$ cat src/hw/rtl/sgd_pkg.sv
package sgd_pkg;

   // image geometry limits
   localparam int MAX_WIDTH  = 1024;
   localparam int MAX_HEIGHT = 4096;
   localparam int COL_W      = $clog2(MAX_WIDTH);
   localparam int ROW_W      = $clog2(MAX_HEIGHT);

   // configuration register fields
   localparam int WIDTH_W     = 11;
   localparam int HEIGHT_W    = 13;
   localparam int CSR_INDEX_W = 2;
   localparam int CSR_DATA_W  = 13;

   localparam logic [CSR_INDEX_W-1:0] REG_FRAME_WIDTH  = CSR_INDEX_W'(0);
   localparam logic [CSR_INDEX_W-1:0] REG_FRAME_HEIGHT = CSR_INDEX_W'(1);

   localparam logic [WIDTH_W-1:0]  WIDTH_RESET  = WIDTH_W'(640);
   localparam logic [WIDTH_W-1:0]  WIDTH_MIN    = WIDTH_W'(3);
   localparam logic [WIDTH_W-1:0]  WIDTH_MAX    = WIDTH_W'(MAX_WIDTH);
   localparam logic [HEIGHT_W-1:0] HEIGHT_RESET = HEIGHT_W'(480);
   localparam logic [HEIGHT_W-1:0] HEIGHT_MIN   = HEIGHT_W'(3);
   localparam logic [HEIGHT_W-1:0] HEIGHT_MAX   = HEIGHT_W'(MAX_HEIGHT);

   // commands
   localparam logic CMD_PIXEL = 1'b0;
   localparam logic CMD_DRAIN = 1'b1;

   // datapath widths
   localparam int PIX_W  = 8;
   localparam int GRAD_W = 11;
   localparam int ABS_W  = 10;
   localparam int SQ_W   = 2 * ABS_W;
   localparam int SUM_W  = SQ_W + 1;
   localparam int PROD_W = 22;
   localparam int ROOT_W = 12;
   localparam int STEP_W = $clog2(ROOT_W);
   localparam int MAG_W  = 8;
   localparam int DIR_W  = 2;

   localparam int MAG_MAX   = 255;
   localparam int TAN_LO    = 414;
   localparam int TAN_HI    = 2414;
   localparam int TAN_SCALE = 1000;

   // direction codes
   localparam logic [DIR_W-1:0] DIR_0   = DIR_W'(0);
   localparam logic [DIR_W-1:0] DIR_45  = DIR_W'(1);
   localparam logic [DIR_W-1:0] DIR_90  = DIR_W'(2);
   localparam logic [DIR_W-1:0] DIR_135 = DIR_W'(3);

   typedef struct packed {
      logic             command;
      logic [PIX_W-1:0] pixel;
   } req_type;

   typedef struct packed {
      logic [MAG_W-1:0] magnitude;
      logic [DIR_W-1:0] direction;
      logic             frame_end;
   } rsp_type;

   // window[row][col], row 0 is the oldest line
   typedef logic [2:0][2:0][PIX_W-1:0] win_type;

   typedef struct packed {
      logic start;
      logic update;
      logic restart;
   } win_cmd_type;

   typedef struct packed {
      logic tail_pending;
      logic emit;
   } win_status_type;

   typedef struct packed {
      logic start;
      logic border;
      logic frame_end;
   } grad_cmd_type;

endpackage

$ cat src/hw/rtl/sgd_grad.sv
module sgd_grad (
   input  logic                   clock,
   input  logic                   reset,
   input  sgd_pkg::grad_cmd_type  cmd,
   input  logic                   take,
   input  sgd_pkg::win_type       window,
   output logic                   done,
   output sgd_pkg::rsp_type       result
);

   localparam logic [2:0] G_IDLE   = 3'd0;
   localparam logic [2:0] G_SQUARE = 3'd1;
   localparam logic [2:0] G_SUM    = 3'd2;
   localparam logic [2:0] G_ROOT   = 3'd3;
   localparam logic [2:0] G_DONE   = 3'd4;

   logic [2:0]                   gstate_ff, gstate_in;
   logic [sgd_pkg::GRAD_W-1:0]   gx_ff, gy_ff;
   logic                         border_ff, fe_ff;
   logic [sgd_pkg::SQ_W-1:0]     sqx_ff, sqy_ff;
   logic [sgd_pkg::PROD_W-1:0]   p_ay_ff, p_lo_ff, p_hi_ff;
   logic [sgd_pkg::SUM_W-1:0]    sum_ff;
   logic [sgd_pkg::ROOT_W-1:0]   root_ff, root_in;
   logic [sgd_pkg::STEP_W-1:0]   step_ff, step_in;

   logic [sgd_pkg::GRAD_W-1:0]   pos_x, neg_x, pos_y, neg_y;
   logic [sgd_pkg::GRAD_W-1:0]   abs_x_full, abs_y_full;
   logic [sgd_pkg::ABS_W-1:0]    abs_x, abs_y;
   logic [sgd_pkg::ROOT_W-1:0]   trial;
   logic [2*sgd_pkg::ROOT_W-1:0] trial_sq;
   logic                         same_sign;
   logic [sgd_pkg::DIR_W-1:0]    dir;

   // sobel sums from the window
   assign pos_x = sgd_pkg::GRAD_W'(window[0][2]) + (sgd_pkg::GRAD_W'(window[1][2]) << 1) +
                  sgd_pkg::GRAD_W'(window[2][2]);
   assign neg_x = sgd_pkg::GRAD_W'(window[0][0]) + (sgd_pkg::GRAD_W'(window[1][0]) << 1) +
                  sgd_pkg::GRAD_W'(window[2][0]);
   assign pos_y = sgd_pkg::GRAD_W'(window[2][0]) + (sgd_pkg::GRAD_W'(window[2][1]) << 1) +
                  sgd_pkg::GRAD_W'(window[2][2]);
   assign neg_y = sgd_pkg::GRAD_W'(window[0][0]) + (sgd_pkg::GRAD_W'(window[0][1]) << 1) +
                  sgd_pkg::GRAD_W'(window[0][2]);

   // absolute gradients, always below 1024
   assign abs_x_full = gx_ff[sgd_pkg::GRAD_W-1] ? (~gx_ff + 1'b1) : gx_ff;
   assign abs_y_full = gy_ff[sgd_pkg::GRAD_W-1] ? (~gy_ff + 1'b1) : gy_ff;
   assign abs_x      = abs_x_full[sgd_pkg::ABS_W-1:0];
   assign abs_y      = abs_y_full[sgd_pkg::ABS_W-1:0];

   // one root bit per cycle
   assign trial    = root_ff | (sgd_pkg::ROOT_W'(1) << step_ff);
   assign trial_sq = trial * trial;

   always_comb begin
      gstate_in = gstate_ff;
      root_in   = root_ff;
      step_in   = step_ff;
      unique case (gstate_ff)
         G_IDLE: begin
            if (cmd.start) begin
               gstate_in = G_SQUARE;
            end
         end
         G_SQUARE: begin
            gstate_in = G_SUM;
         end
         G_SUM: begin
            root_in   = '0;
            step_in   = sgd_pkg::STEP_W'(sgd_pkg::ROOT_W - 1);
            gstate_in = G_ROOT;
         end
         G_ROOT: begin
            if (trial_sq <= (2 * sgd_pkg::ROOT_W)'(sum_ff)) begin
               root_in = trial;
            end
            if (step_ff == '0) begin
               gstate_in = G_DONE;
            end else begin
               step_in = step_ff - 1'b1;
            end
         end
         G_DONE: begin
            if (take) begin
               gstate_in = G_IDLE;
            end
         end
         default: begin
            gstate_in = G_IDLE;
         end
      endcase
   end

   always_ff @(posedge clock) begin
      if (reset) begin
         gstate_ff <= G_IDLE;
      end else begin
         gstate_ff <= gstate_in;
      end
   end

   // datapath registers
   always_ff @(posedge clock) begin
      root_ff <= root_in;
      step_ff <= step_in;
      if (gstate_ff == G_IDLE && cmd.start) begin
         gx_ff     <= pos_x - neg_x;
         gy_ff     <= pos_y - neg_y;
         border_ff <= cmd.border;
         fe_ff     <= cmd.frame_end;
      end
      if (gstate_ff == G_SQUARE) begin
         sqx_ff  <= abs_x * abs_x;
         sqy_ff  <= abs_y * abs_y;
         p_ay_ff <= sgd_pkg::PROD_W'(abs_y) * sgd_pkg::PROD_W'(sgd_pkg::TAN_SCALE);
         p_lo_ff <= sgd_pkg::PROD_W'(abs_x) * sgd_pkg::PROD_W'(sgd_pkg::TAN_LO);
         p_hi_ff <= sgd_pkg::PROD_W'(abs_x) * sgd_pkg::PROD_W'(sgd_pkg::TAN_HI);
      end
      if (gstate_ff == G_SUM) begin
         sum_ff <= sgd_pkg::SUM_W'(sqx_ff) + sgd_pkg::SUM_W'(sqy_ff);
      end
   end

   // quantized direction from ratio tests
   assign same_sign = gx_ff[sgd_pkg::GRAD_W-1] == gy_ff[sgd_pkg::GRAD_W-1];

   always_comb begin
      priority if (p_ay_ff <= p_lo_ff) begin
         dir = sgd_pkg::DIR_0;
      end else if (p_ay_ff >= p_hi_ff) begin
         dir = sgd_pkg::DIR_90;
      end else if (same_sign) begin
         dir = sgd_pkg::DIR_45;
      end else begin
         dir = sgd_pkg::DIR_135;
      end
   end

   assign done = gstate_ff == G_DONE;

   always_comb begin
      result.frame_end = fe_ff;
      if (border_ff) begin
         result.magnitude = '0;
         result.direction = sgd_pkg::DIR_0;
      end else begin
         result.magnitude = (root_ff > sgd_pkg::ROOT_W'(sgd_pkg::MAG_MAX)) ?
                            sgd_pkg::MAG_W'(sgd_pkg::MAG_MAX) : root_ff[sgd_pkg::MAG_W-1:0];
         result.direction = dir;
      end
   end

endmodule

$ cat config.mk
export PLATFORM = sky130hd
export DESIGN_NAME = sgd_grad
export DESIGN_NICKNAME = d
export VERILOG_FILES = /design/src/hw/rtl/sgd_pkg.sv /design/src/hw/rtl/sgd_grad.sv
export SDC_FILE = /design/constraint.sdc
export NUM_CORES = 1
export LEC_CHECK = 0
export ABC_AREA = 1
export BUFFER_PORTS_ARGS = -buffer_cell sky130_fd_sc_hd__buf_2
export CAP_MARGIN = 15
export CORE_MARGIN = 2
export CORE_UTILIZATION = 45
export DETAILED_ROUTE_END_ITERATION = 8
export GPL_TIMING_DRIVEN = 1
export PLACE_DENSITY_LB_ADDON = 0.1
export SKIP_LAST_GASP = 1
export SYNTH_ARGS = -nofsm -noshare
export SYNTH_HDL_FRONTEND = slang
export SYNTH_SLANG_ARGS = --single-unit
export TNS_END_PERCENT = 50
$ cat constraint.sdc
create_clock -name clock -period 8.75 [get_ports clock]
set_input_delay 0.4375 -clock clock [delete_from_list [all_inputs] [get_ports clock]]
set_output_delay 0.4375 -clock clock [all_outputs]
set_load 0.03 [all_outputs]
# ---- Yosys cells after proc, flatten, opt, wreduce, memory -nomap -nowiden
# Index checks and enable logic that the tools add are counted.
dict set report op_classes {
  n_addsub 14
  reduce_logical 7
  n_mux 15
  multipliers 6
  shift 1
  n_lt_le_gt_ge 4
  n_bitwise 3
  eq_ne 10
}
# operator n
set op_table {}
lappend op_table {{$add A10 B8 Y11} 4}
lappend op_table {{$add A8 B9 Y10} 4}
lappend op_table {{$mul A10 B10 Y20} 2}
lappend op_table {{$mux W10} 3}
lappend op_table {{$le A24 B21 Y1} 1}
lappend op_table {{$mul A12 B12 Y24} 1}
lappend op_table {{$pmux W12 S2} 1}
lappend op_table {{$ge A20 B22 Y1} 1}
lappend op_table {{$sub A11 B11 Y11} 2}
lappend op_table {{$add A20 B20 Y21} 1}
lappend op_table {{$mul A10 B11 Y21 const B} 1}
lappend op_table {{$add A10 B1 Y10 const B} 2}
lappend op_table {{$le A20 B19 Y1} 1}
lappend op_table {{$not A10 Y10} 2}
lappend op_table {{$mul A10 B8 Y18 const B} 1}
lappend op_table {{$mul A10 B7 Y17 const B} 1}
lappend op_table {{$pmux W3 S5} 1}
lappend op_table {{$gt A12 B8 Y1 const B} 1}
lappend op_table {{$mux W12} 1}
lappend op_table {{$or A12 B12 Y12} 1}
lappend op_table {{$shl A1 B4 Y12 const A} 1}
lappend op_table {{$ne A2 B2 Y1 const B} 5}
lappend op_table {{$mux W3} 3}
lappend op_table {{$mux W8} 1}
lappend op_table {{other kinds (14)} 18}
dict set report totals {
  in_bits 78
  word_cells 73
  output_inout_bits 12
  reg_bits 160
}

# ---- Longest topological paths before layout
# Gate-level depths: netlist (run 1).
dict set report depth {
  depth_word 6
  mapped_depth 37
  mapped_depth_nobuf 36
}

# ---- Least setup slack after synthesis (run 1)
# No wires, ideal clock.
dict set report synth_path {
  path_type {reg-to-reg}
  from {register gstate_ff[0]}
  to {register p_ay_ff[10] (netlist name), enable pin}
  path_buffers 0
  path_stages_with_launch 3
  period_less_slack_ns 7.103
  setup_ns 0.649
  path_slack_ns 1.647
  required_ns 8.101
  arrival_ns 6.455
  path_cell_list {dfxtp_1 -> inv_1 -> nor3_1}
}
dict set report synth_via {
  elab_chain_len 1
}
# element line
set synth_lines {}
lappend synth_lines {{from (decl)} sgd_grad.sv:17} ;# logic [2:0] gstate_ff, gstate_in;
lappend synth_lines {{from (signal assigned)} sgd_grad.sv:97} ;# gstate_ff <= gstate_in;
lappend synth_lines {{$eq A3 B1 Y1} sgd_grad.sv:111} ;# if (gstate_ff == G_SQUARE) begin
lappend synth_lines {{to (signal assigned)} sgd_grad.sv:114} ;# p_ay_ff <= sgd_pkg::PROD_W'(abs_y) * sgd_pkg::PROD_W'(sgd_pkg::TAN_SCALE);
lappend synth_lines {{to (decl)} sgd_grad.sv:21} ;# logic [sgd_pkg::PROD_W-1:0] p_ay_ff, p_lo_ff, p_hi_ff;
# Every way passes these cells.
# A chain may end at the register's enable or synchronous reset.

# ---- Worst setup path after layout (run 1)
dict set report layout_path {
  from {register step_ff[0] (netlist name)}
  to {register root_ff[5] (netlist name), enable pin}
}
dict set report layout_via {
  elab_chain_len 6
}
# element line
set layout_lines {}
lappend layout_lines {{from (decl)} sgd_grad.sv:24} ;# logic [sgd_pkg::STEP_W-1:0] step_ff, step_in;
lappend layout_lines {{from (signal assigned)} sgd_grad.sv:104} ;# step_ff <= step_in;
lappend layout_lines {{$shl A1 B4 Y12} sgd_grad.sv:51} ;# assign trial = root_ff | (sgd_pkg::ROOT_W'(1) << step_ff);
lappend layout_lines {{$or A12 B12 Y12} sgd_grad.sv:51}
lappend layout_lines {{$mul A12 B12 Y24} sgd_grad.sv:52} ;# assign trial_sq = trial * trial;
lappend layout_lines {{$le A24 B21 Y1} sgd_grad.sv:73} ;# if (trial_sq <= (2 * sgd_pkg::ROOT_W)'(sum_ff)) begin
lappend layout_lines {{$ne A2 B2 Y1 (no source line)} -}
lappend layout_lines {{$reduce_and A2 Y1 (no source line)} -}
lappend layout_lines {{to (signal assigned)} sgd_grad.sv:103} ;# root_ff <= root_in;
lappend layout_lines {{to (decl)} sgd_grad.sv:23} ;# logic [sgd_pkg::ROOT_W-1:0] root_ff, root_in;
# Every way passes these cells.

==> run summary, run 1 <==
The share of post-route cells with drive strength above 1 was 6.127%. In this run the deepest clock path goes through 2 buffers. The count of mapped cells out of synthesis was 2804.

The final cycle utilization of the critical path came out at 89.71%. The tools report the initial antenna violation count as 1. Number of vias in the routed layout: 17.98k. Worst-path cell with the longest stage delay: o21ai_0. Total routed wirelength: 59070 um. The run gives 127.4 MHz as the maximum achievable frequency. Once detail routing completed, the nets flagged for antenna violations numbered 0. The total count of hold-check failures in the final report was 0; the data arrival time of the critical path was 7950 ps. STA puts the critical path data required time at 8850 ps. The final-report setup violation count was 0. For this run, asynchronously set or reset flops after synthesis account for 0%. The number of hold buffers added after CTS was 0.

The minimum setup slack in the final design was 900.8 ps. The worst setup path is launched from a flip-flop. Counting every sink on the clock net gives 153.

Yosys mapped a number of flops with a built-in enable equal to 150. The first-pass detailed-route iteration total came out at 5. At the end of the flow, the number of nets in the layout was 3702. Pin placement for this block handled 90 I/O pins.

By instance count, the cell type seen most on the critical path is nand2_1. After synthesis, the cell types taking the most area are fa_1 26%, ha_1 20%, edfxtp_1 18%, inv_1 10%, nand2_1 6.3%. Setup repair after global routing left no endpoint under its margin. The clock slew at the register clock pins of the worst setup and hold paths was 60 ps. Input and output buffers added on the ports amount to 81.

The tools report the global-route usage over all layers as 22.00%. For the pin with the worst max-slew slack, the measured transition is 1111 ps. Among cell families on the critical path, the largest total delay comes from adder cells. The die is 240.1 um tall. Leading cell type in the layout, fill and taps excluded: inv_1. Counting distinct cell types in the post-synthesis netlist gives 54.

In the layout the commonest cells are 687 x inv_1, 423 x nand2_1, 402 x ha_1, 329 x fa_1, 161 x nor2_1. The logs give 460 ps for the clock latency of the later-clocked register in the worst-skew pair and 0 ps for the aggregate negative setup slack. The critical path is of the flip-flop to flip-flop type. The initialized floorplan defines 86 standard-cell rows. The total of max-cap violations is 0, and the TritonCTS buffer count is 17. The count of cells in the finished layout, fillers not included, comes to 3654.

The flow ran to the end, and the final reports show no timing, DRC or antenna violations. The horizontal extent of the die works out to 240.1 um. The area added between synthesis and finish is 7.482%. In the routed design, unresolved DRC markers number 0. The cell sitting at the root of the clock tree is a clkbuf_16. The depth of the CTS H-tree is 4, and the number of design-rule violations left by the first detailed-router iteration is 621. Number of cells in the design after placement: 3622. The cell accounting for the most synthesized area is fa_1. The critical path endpoint category was a flip-flop. Timing analysis after detailed placement gives a worst setup slack of 805.5 ps.

The largest net degree at the start of global routing was 88. For this run, the slowest stage of the critical path takes 810 ps. The post-CTS setup repair buffer count is 0.

The congestion estimate from routability-driven global placement came to 0.8643. The wire-length estimate of the detail-placed layout is 51500 um. Maximum net fanout on the critical path: 12. The mean instance size in the synthesized netlist came out at 8.945 um^2. Final hold analysis gives a worst-case slack of 142.3 ps. The core area is 0.05509 mm^2. The filler cell count was 5304. The top cell type's share of synthesized area was 26.26%.

The number of nets in the synthesized netlist is 3613. Gates resized during post-CTS repair numbered 0. Yosys printed 0 warnings.

The die covers 0.05764 mm^2. The area of the mapped netlist is 0.02508 mm^2. The initial standard-cell utilization of the core was 45.53%; the routed length per placed instance was 16.17 um. In this run the worst hold path is classified as input port to flip-flop. The synthesized design contains 153 register bits. For the final max-slew violation count, the log shows 0. On the final layout, the worst clock skew is 7.679 ps.

The leftover overflow at the end of global routing was 0. The buffering stage count on the worst path with inverters included came out at 5. In the synthesized netlist the dominant register cell turns out to be edfxtp_1. Sequential cells were found to cover 18.20% of the synthesized design area.

The first-pass GRT wire length was 98240 um. Dividing the detail-routed via count by the number of cells gives 4.920. TritonCTS built the clock tree. For the via count of the first global-routing pass, the log shows 19.20k.

The worst pin sits at a relative slew slack of 25.96%. The final critical delay including setup and external delays came out at 7849 ps.
-- area by class of cell --
type	count	area (um^2)	share of cell area (%)
Multi-Input combinational cell	1925	17770	65.92
Antenna cell	1	2.502	0.009282
Clock inverter	12	103.9	0.3852
Sequential cell	153	4564	16.93
Inverter	700	2630	9.755
Timing Repair Buffer	96	518.0	1.921
Tap cell	748	935.9	3.471
Clock buffer	19	432.9	1.606
-- worst paths after layout --
check / startpoint / end / slack, ps / depth (start not counted)
min reg2reg: sqy_ff[2] / sum_ff[2] / 550 / 1
min: cmd[0] / fe_ff / 140 / 1
max: step_ff[0] / root_ff[5] / 900 / 31
max reg2reg: step_ff[0] / root_ff[5] / 900 / 31
-- worst reg2reg max path, delay by kind of cell (launching register included) --
kind	cells	cell delay, ps
AOI/OAI and AO/OA	6	1550
DFF	1	450
xor gates and xnor gates	1	150
adders and majority gates	8	3470
buffers and inverters	5	380
and+or+nand+nor	11	1490
-- Yosys cell counts (4+ instances only) --
cell	instances
a31oi_1	8
nand2_1	423
fa_1	329
or2_1	7
nor2_2	6
o211ai_1	9
clkbuf_1	11
o21ai_0	51
inv_2	11
nand4_1	27
nand3_1	81
or2_2	4
ha_1	402
nand2_2	9
o21bai_1	11
nand3_2	4
a21o_1	18
nor3_1	25
buf_2	11
inv_1	687
xnor2_1	38
edfxtp_1	150
nor2_1	162
a21oi_1	152
o31ai_1	7
o21ai_1	11
xor2_1	103
-- metal layers --
metal	global-route usage, %	share of wire [%]	vias to the layer above
met5	0	0	-
met4	7.755	3.0	0
met3	2.951	2.8	69
met2	37.35	49	197
met1	28.81	46	8734
li1	-	-	8978
-- cells by family after synthesis --
logic type	after synthesis	synth area share, %
AOI/OAI and AO/OA	288	6.560
DFF	153	18.20
muxes	1	0.04489
buffers and inverters	726	11.03
and+or+nand+nor	764	12.93
adders and majority gates	731	46.31
xor gates and xnor gates	141	4.923
-- flip-flops by register name, summed over array words and instances, names as in the netlist --
register / count
gx_ff: 11
sqy_ff: 19
gstate_ff: 3
p_ay_ff: 16
fe_ff: 1
p_lo_ff: 15
sum_ff: 21
sqx_ff: 19
p_hi_ff: 20
step_ff: 4
gy_ff: 11
border_ff: 1
root_ff: 12
-- through the flow --
step                      instance area (um^2)  utilization [%]
after floorplan                          25080                -
after global placement                   26420            47.96
after detailed placement                 26420            47.96
after CTS                                26960            48.93
after global routing                     26960            48.93
final                                    26960            48.93
Power of run 1 is left out: the tool's default activity adds up to more than one toggle a clock period on the data nets, which glitch-free logic cannot reach.
==> run 2: changes to the inputs <==
--- a/config.mk
+++ b/config.mk
@@ -7,11 +7,13 @@
 export LEC_CHECK = 0
 export ABC_AREA = 1
 export BUFFER_PORTS_ARGS = -buffer_cell sky130_fd_sc_hd__buf_2
-export CAP_MARGIN = 15
+export CAP_MARGIN = 30
+export CELL_PAD_IN_SITES_DETAIL_PLACEMENT = 1
+export CELL_PAD_IN_SITES_GLOBAL_PLACEMENT = 1
 export CORE_MARGIN = 2
 export CORE_UTILIZATION = 45
 export DETAILED_ROUTE_END_ITERATION = 8
-export GPL_TIMING_DRIVEN = 1
+export GPL_TIMING_DRIVEN = 0
 export PLACE_DENSITY_LB_ADDON = 0.1
 export SKIP_LAST_GASP = 1
 export SYNTH_ARGS = -nofsm -noshare
==> run 2 against run 1 <==
Compared with the run above: clock-buffer cell count is 2 lower; largest cell class unchanged; flip-flop and latch count is the same; fmax down 3.4%; wire length is 12% higher; final cell count up 0.68%; worst setup slack got worse by 280 ps; clock skew grew 7.0 ps; sequential share of layout area down 0.14 points; global-route usage grew 2.5 points.
==> run summary, run 2 (synthesis results as in run 1) <==
The flow ran to the end, and the final reports show no timing, DRC or antenna violations. For the clock skew after layout, the log shows 14.70 ps (+7.022 ps). The final-report setup violation count is 0 (unchanged), and the horizontal extent of the die is 240.1 um (unchanged). The final critical delay including setup and external delays is 8127 ps (+278.1 ps).

The largest registers in the layout are sum_ff x21, p_hi_ff x20. The type of the tightest min-delay check is input port to flip-flop. The tools report the clock latency of the later-clocked register in the worst-skew pair as 480 ps (+20 ps). Deepest clock path buffer count: 2 (unchanged).

Broken down by cell family, the worst path's largest delay share belongs to adder cells. The count of hold-fix buffers inserted at cts was 0 (unchanged); the slew at the pin with the worst max-slew slack was 945.8 ps (-164.7 ps). Maximum net fanout on the critical path: 12 (unchanged). For the total routed wirelength, the log shows 66100 um (+12%). The initial standard-cell utilization of the core was 45.53% (unchanged); the filler cell count was 6598 (+24%). For the depth of the CTS H-tree, the log shows 4 (unchanged).

The half-perimeter wire length after placement came out at 58040 um (+13%). The area added between synthesis and finish came out at 8.410%. The tools report the critical path required time as 8860 ps (about the same). Setup repair after global routing left no endpoint under its margin. The first-pass GRT wire length is 109100 um (+11%), and the vertical extent of the die is 240.1 um (unchanged).

The tools report the largest net degree at the start of global routing as 21 (-76%). The via count of the first global-routing pass is 21.07k (+9.7%). The tools report the headroom to the max-slew limit as 36.73% (+11 points). The buffering stage count on the worst path with inverters included came out at 7 (+2). The clock slew at the register clock pins of the worst setup and hold paths was 80 ps (+20 ps). The logs give 18.49k (+2.9%) for the number of vias in the routed layout and 722 (+16%) for the number of design-rule violations left by the first detailed-router iteration. For the top-level I/O count, the log shows 90 (unchanged). Counting flops per register, the top entry is sum_ff.

The worst-path cell with the longest stage delay was fa_1. TritonCTS built the clock tree. The global-route usage over all layers was 24.54% (+2.5 points). Among the stages of the critical path, the cell type that occurs most often is nand2_1. The run gives 3647 (+0.69%) as the number of cells in the design after placement. Buffer cell driving the clock tree root: clkbuf_16.

The logs give 3727 (+0.68%) for the final-stage net count and 3679 (+0.68%) for the filler-free cell count of the finished design. The placement row count is 86 (unchanged). For the die area, the log shows 0.05764 mm^2 (unchanged). Share of post-route cells with drive strength above 1: 6.653% (+0.53 points). The routed length per placed instance was 17.97 um (+11%).

The via count normalized by instance count was 5.027 (+2.2%). The run gives 0 (-1) as the initial antenna violation count. The final max-slew violation count is 0 (unchanged), and the maximum cell stage delay along the critical path is 590 ps (-220 ps). Number of instances resized during post-cts repair: 0 (unchanged).

The run gives 0 (-1) as the number of antenna diodes. The maximum achievable frequency is 123.0 MHz (-3.4%), and the data arrival time of the critical path is 8240 ps (+290 ps). The library cells used most frequently in the layout, excluding fill and tap cells, are 687 x inv_1, 423 x nand2_1, 402 x ha_1, 329 x fa_1, 161 x nor2_1. The critical path in this run is classified as flip-flop to flip-flop. The post-detailed-route DRC marker count is 0 (unchanged). For the count of antenna-violating nets left after detailed routing, the log shows 0 (unchanged).

The total of max-cap violations is 0 (unchanged), and the count of clock tree sinks is 153 (unchanged). The post-CTS setup repair buffer count came out at 0 (unchanged). Leaving out fill and tap cells, the most frequent cell in the layout is inv_1.

The sort of element at the start of the critical path is a flip-flop. The tools report the first-pass detailed-route iteration total as 5 (unchanged). Critical path endpoint category: a flip-flop. The leftover overflow at the end of global routing was 0 (unchanged); the core area was 0.05509 mm^2 (unchanged). The TritonCTS buffer count is 17 (unchanged), and the quantity of I/O buffers inserted on ports is 81 (unchanged). Final cycle utilization of the critical path: 92.88% (+3.2 points).

The final weighted congestion in routability-driven placement was 0.8706 (+0.73%); the flip-flop count of the largest register, all copies and words added was 21 (unchanged). Total count of hold-check failures in the final report: 0 (unchanged).
-- run 2: cell count changes in the layout (fill, tap and decap cells not counted), sizes merged --
cell,delta
clkinvlp,-4
clkinv,+1
inv,+6
diode,-1
buf,+13
clkbuf,+10
-- run 2: path summary, 6_finish.rpt --
kind / cells past startpoint / to / slack [ps] / start
hold reg to reg: 3 / gstate_ff[0] / 590 / gstate_ff[0]
hold / removal: 1 / fe_ff / 120 / cmd[0]
setup reg to reg: 32 / root_ff[10] / 620 / step_ff[0]
setup / recovery: 32 / root_ff[10] / 620 / step_ff[0]
-- run 2: layout make-up --
class,count,area [um^2],area share (%)
Buffer,26,136.4,0.5015
Clock buffer,17,425.4,1.564
Clock inverter,15,161.4,0.5936
Inverter,700,2630,9.672
Multi-Input combinational cell,1925,17770,65.36
Sequential cell,153,4564,16.79
Tap cell,748,935.9,3.442
Timing Repair Buffer,95,566.8,2.084
-- run 2: metrics by stage --
step	setup TNS, ps	worst slack (ps)	area [um^2]	hold slack (ps)	util (%)
finish	0	622.6	27190	124.1	49.36
global route	0	100.2	27190	106.6	49.36
CTS	0	394.9	27190	91.80	49.36
detailed placement	0	417.4	26610	589.1	48.29
global placement	-88740	-994.5	26420	544.3	47.96
floorplan	0	1647	25080	506.6	-
-- run 2: layer usage --
layer  track usage [%]  vias up  part of all wire (%)
li1                  -     9016                     -
met1             30.88     9221                    44
met2             42.69      168                    50
met3             4.087       89                   3.0
met4             8.300        0                   3.1
met5                 0        -                     0
Power of run 2 is left out for the same reason.
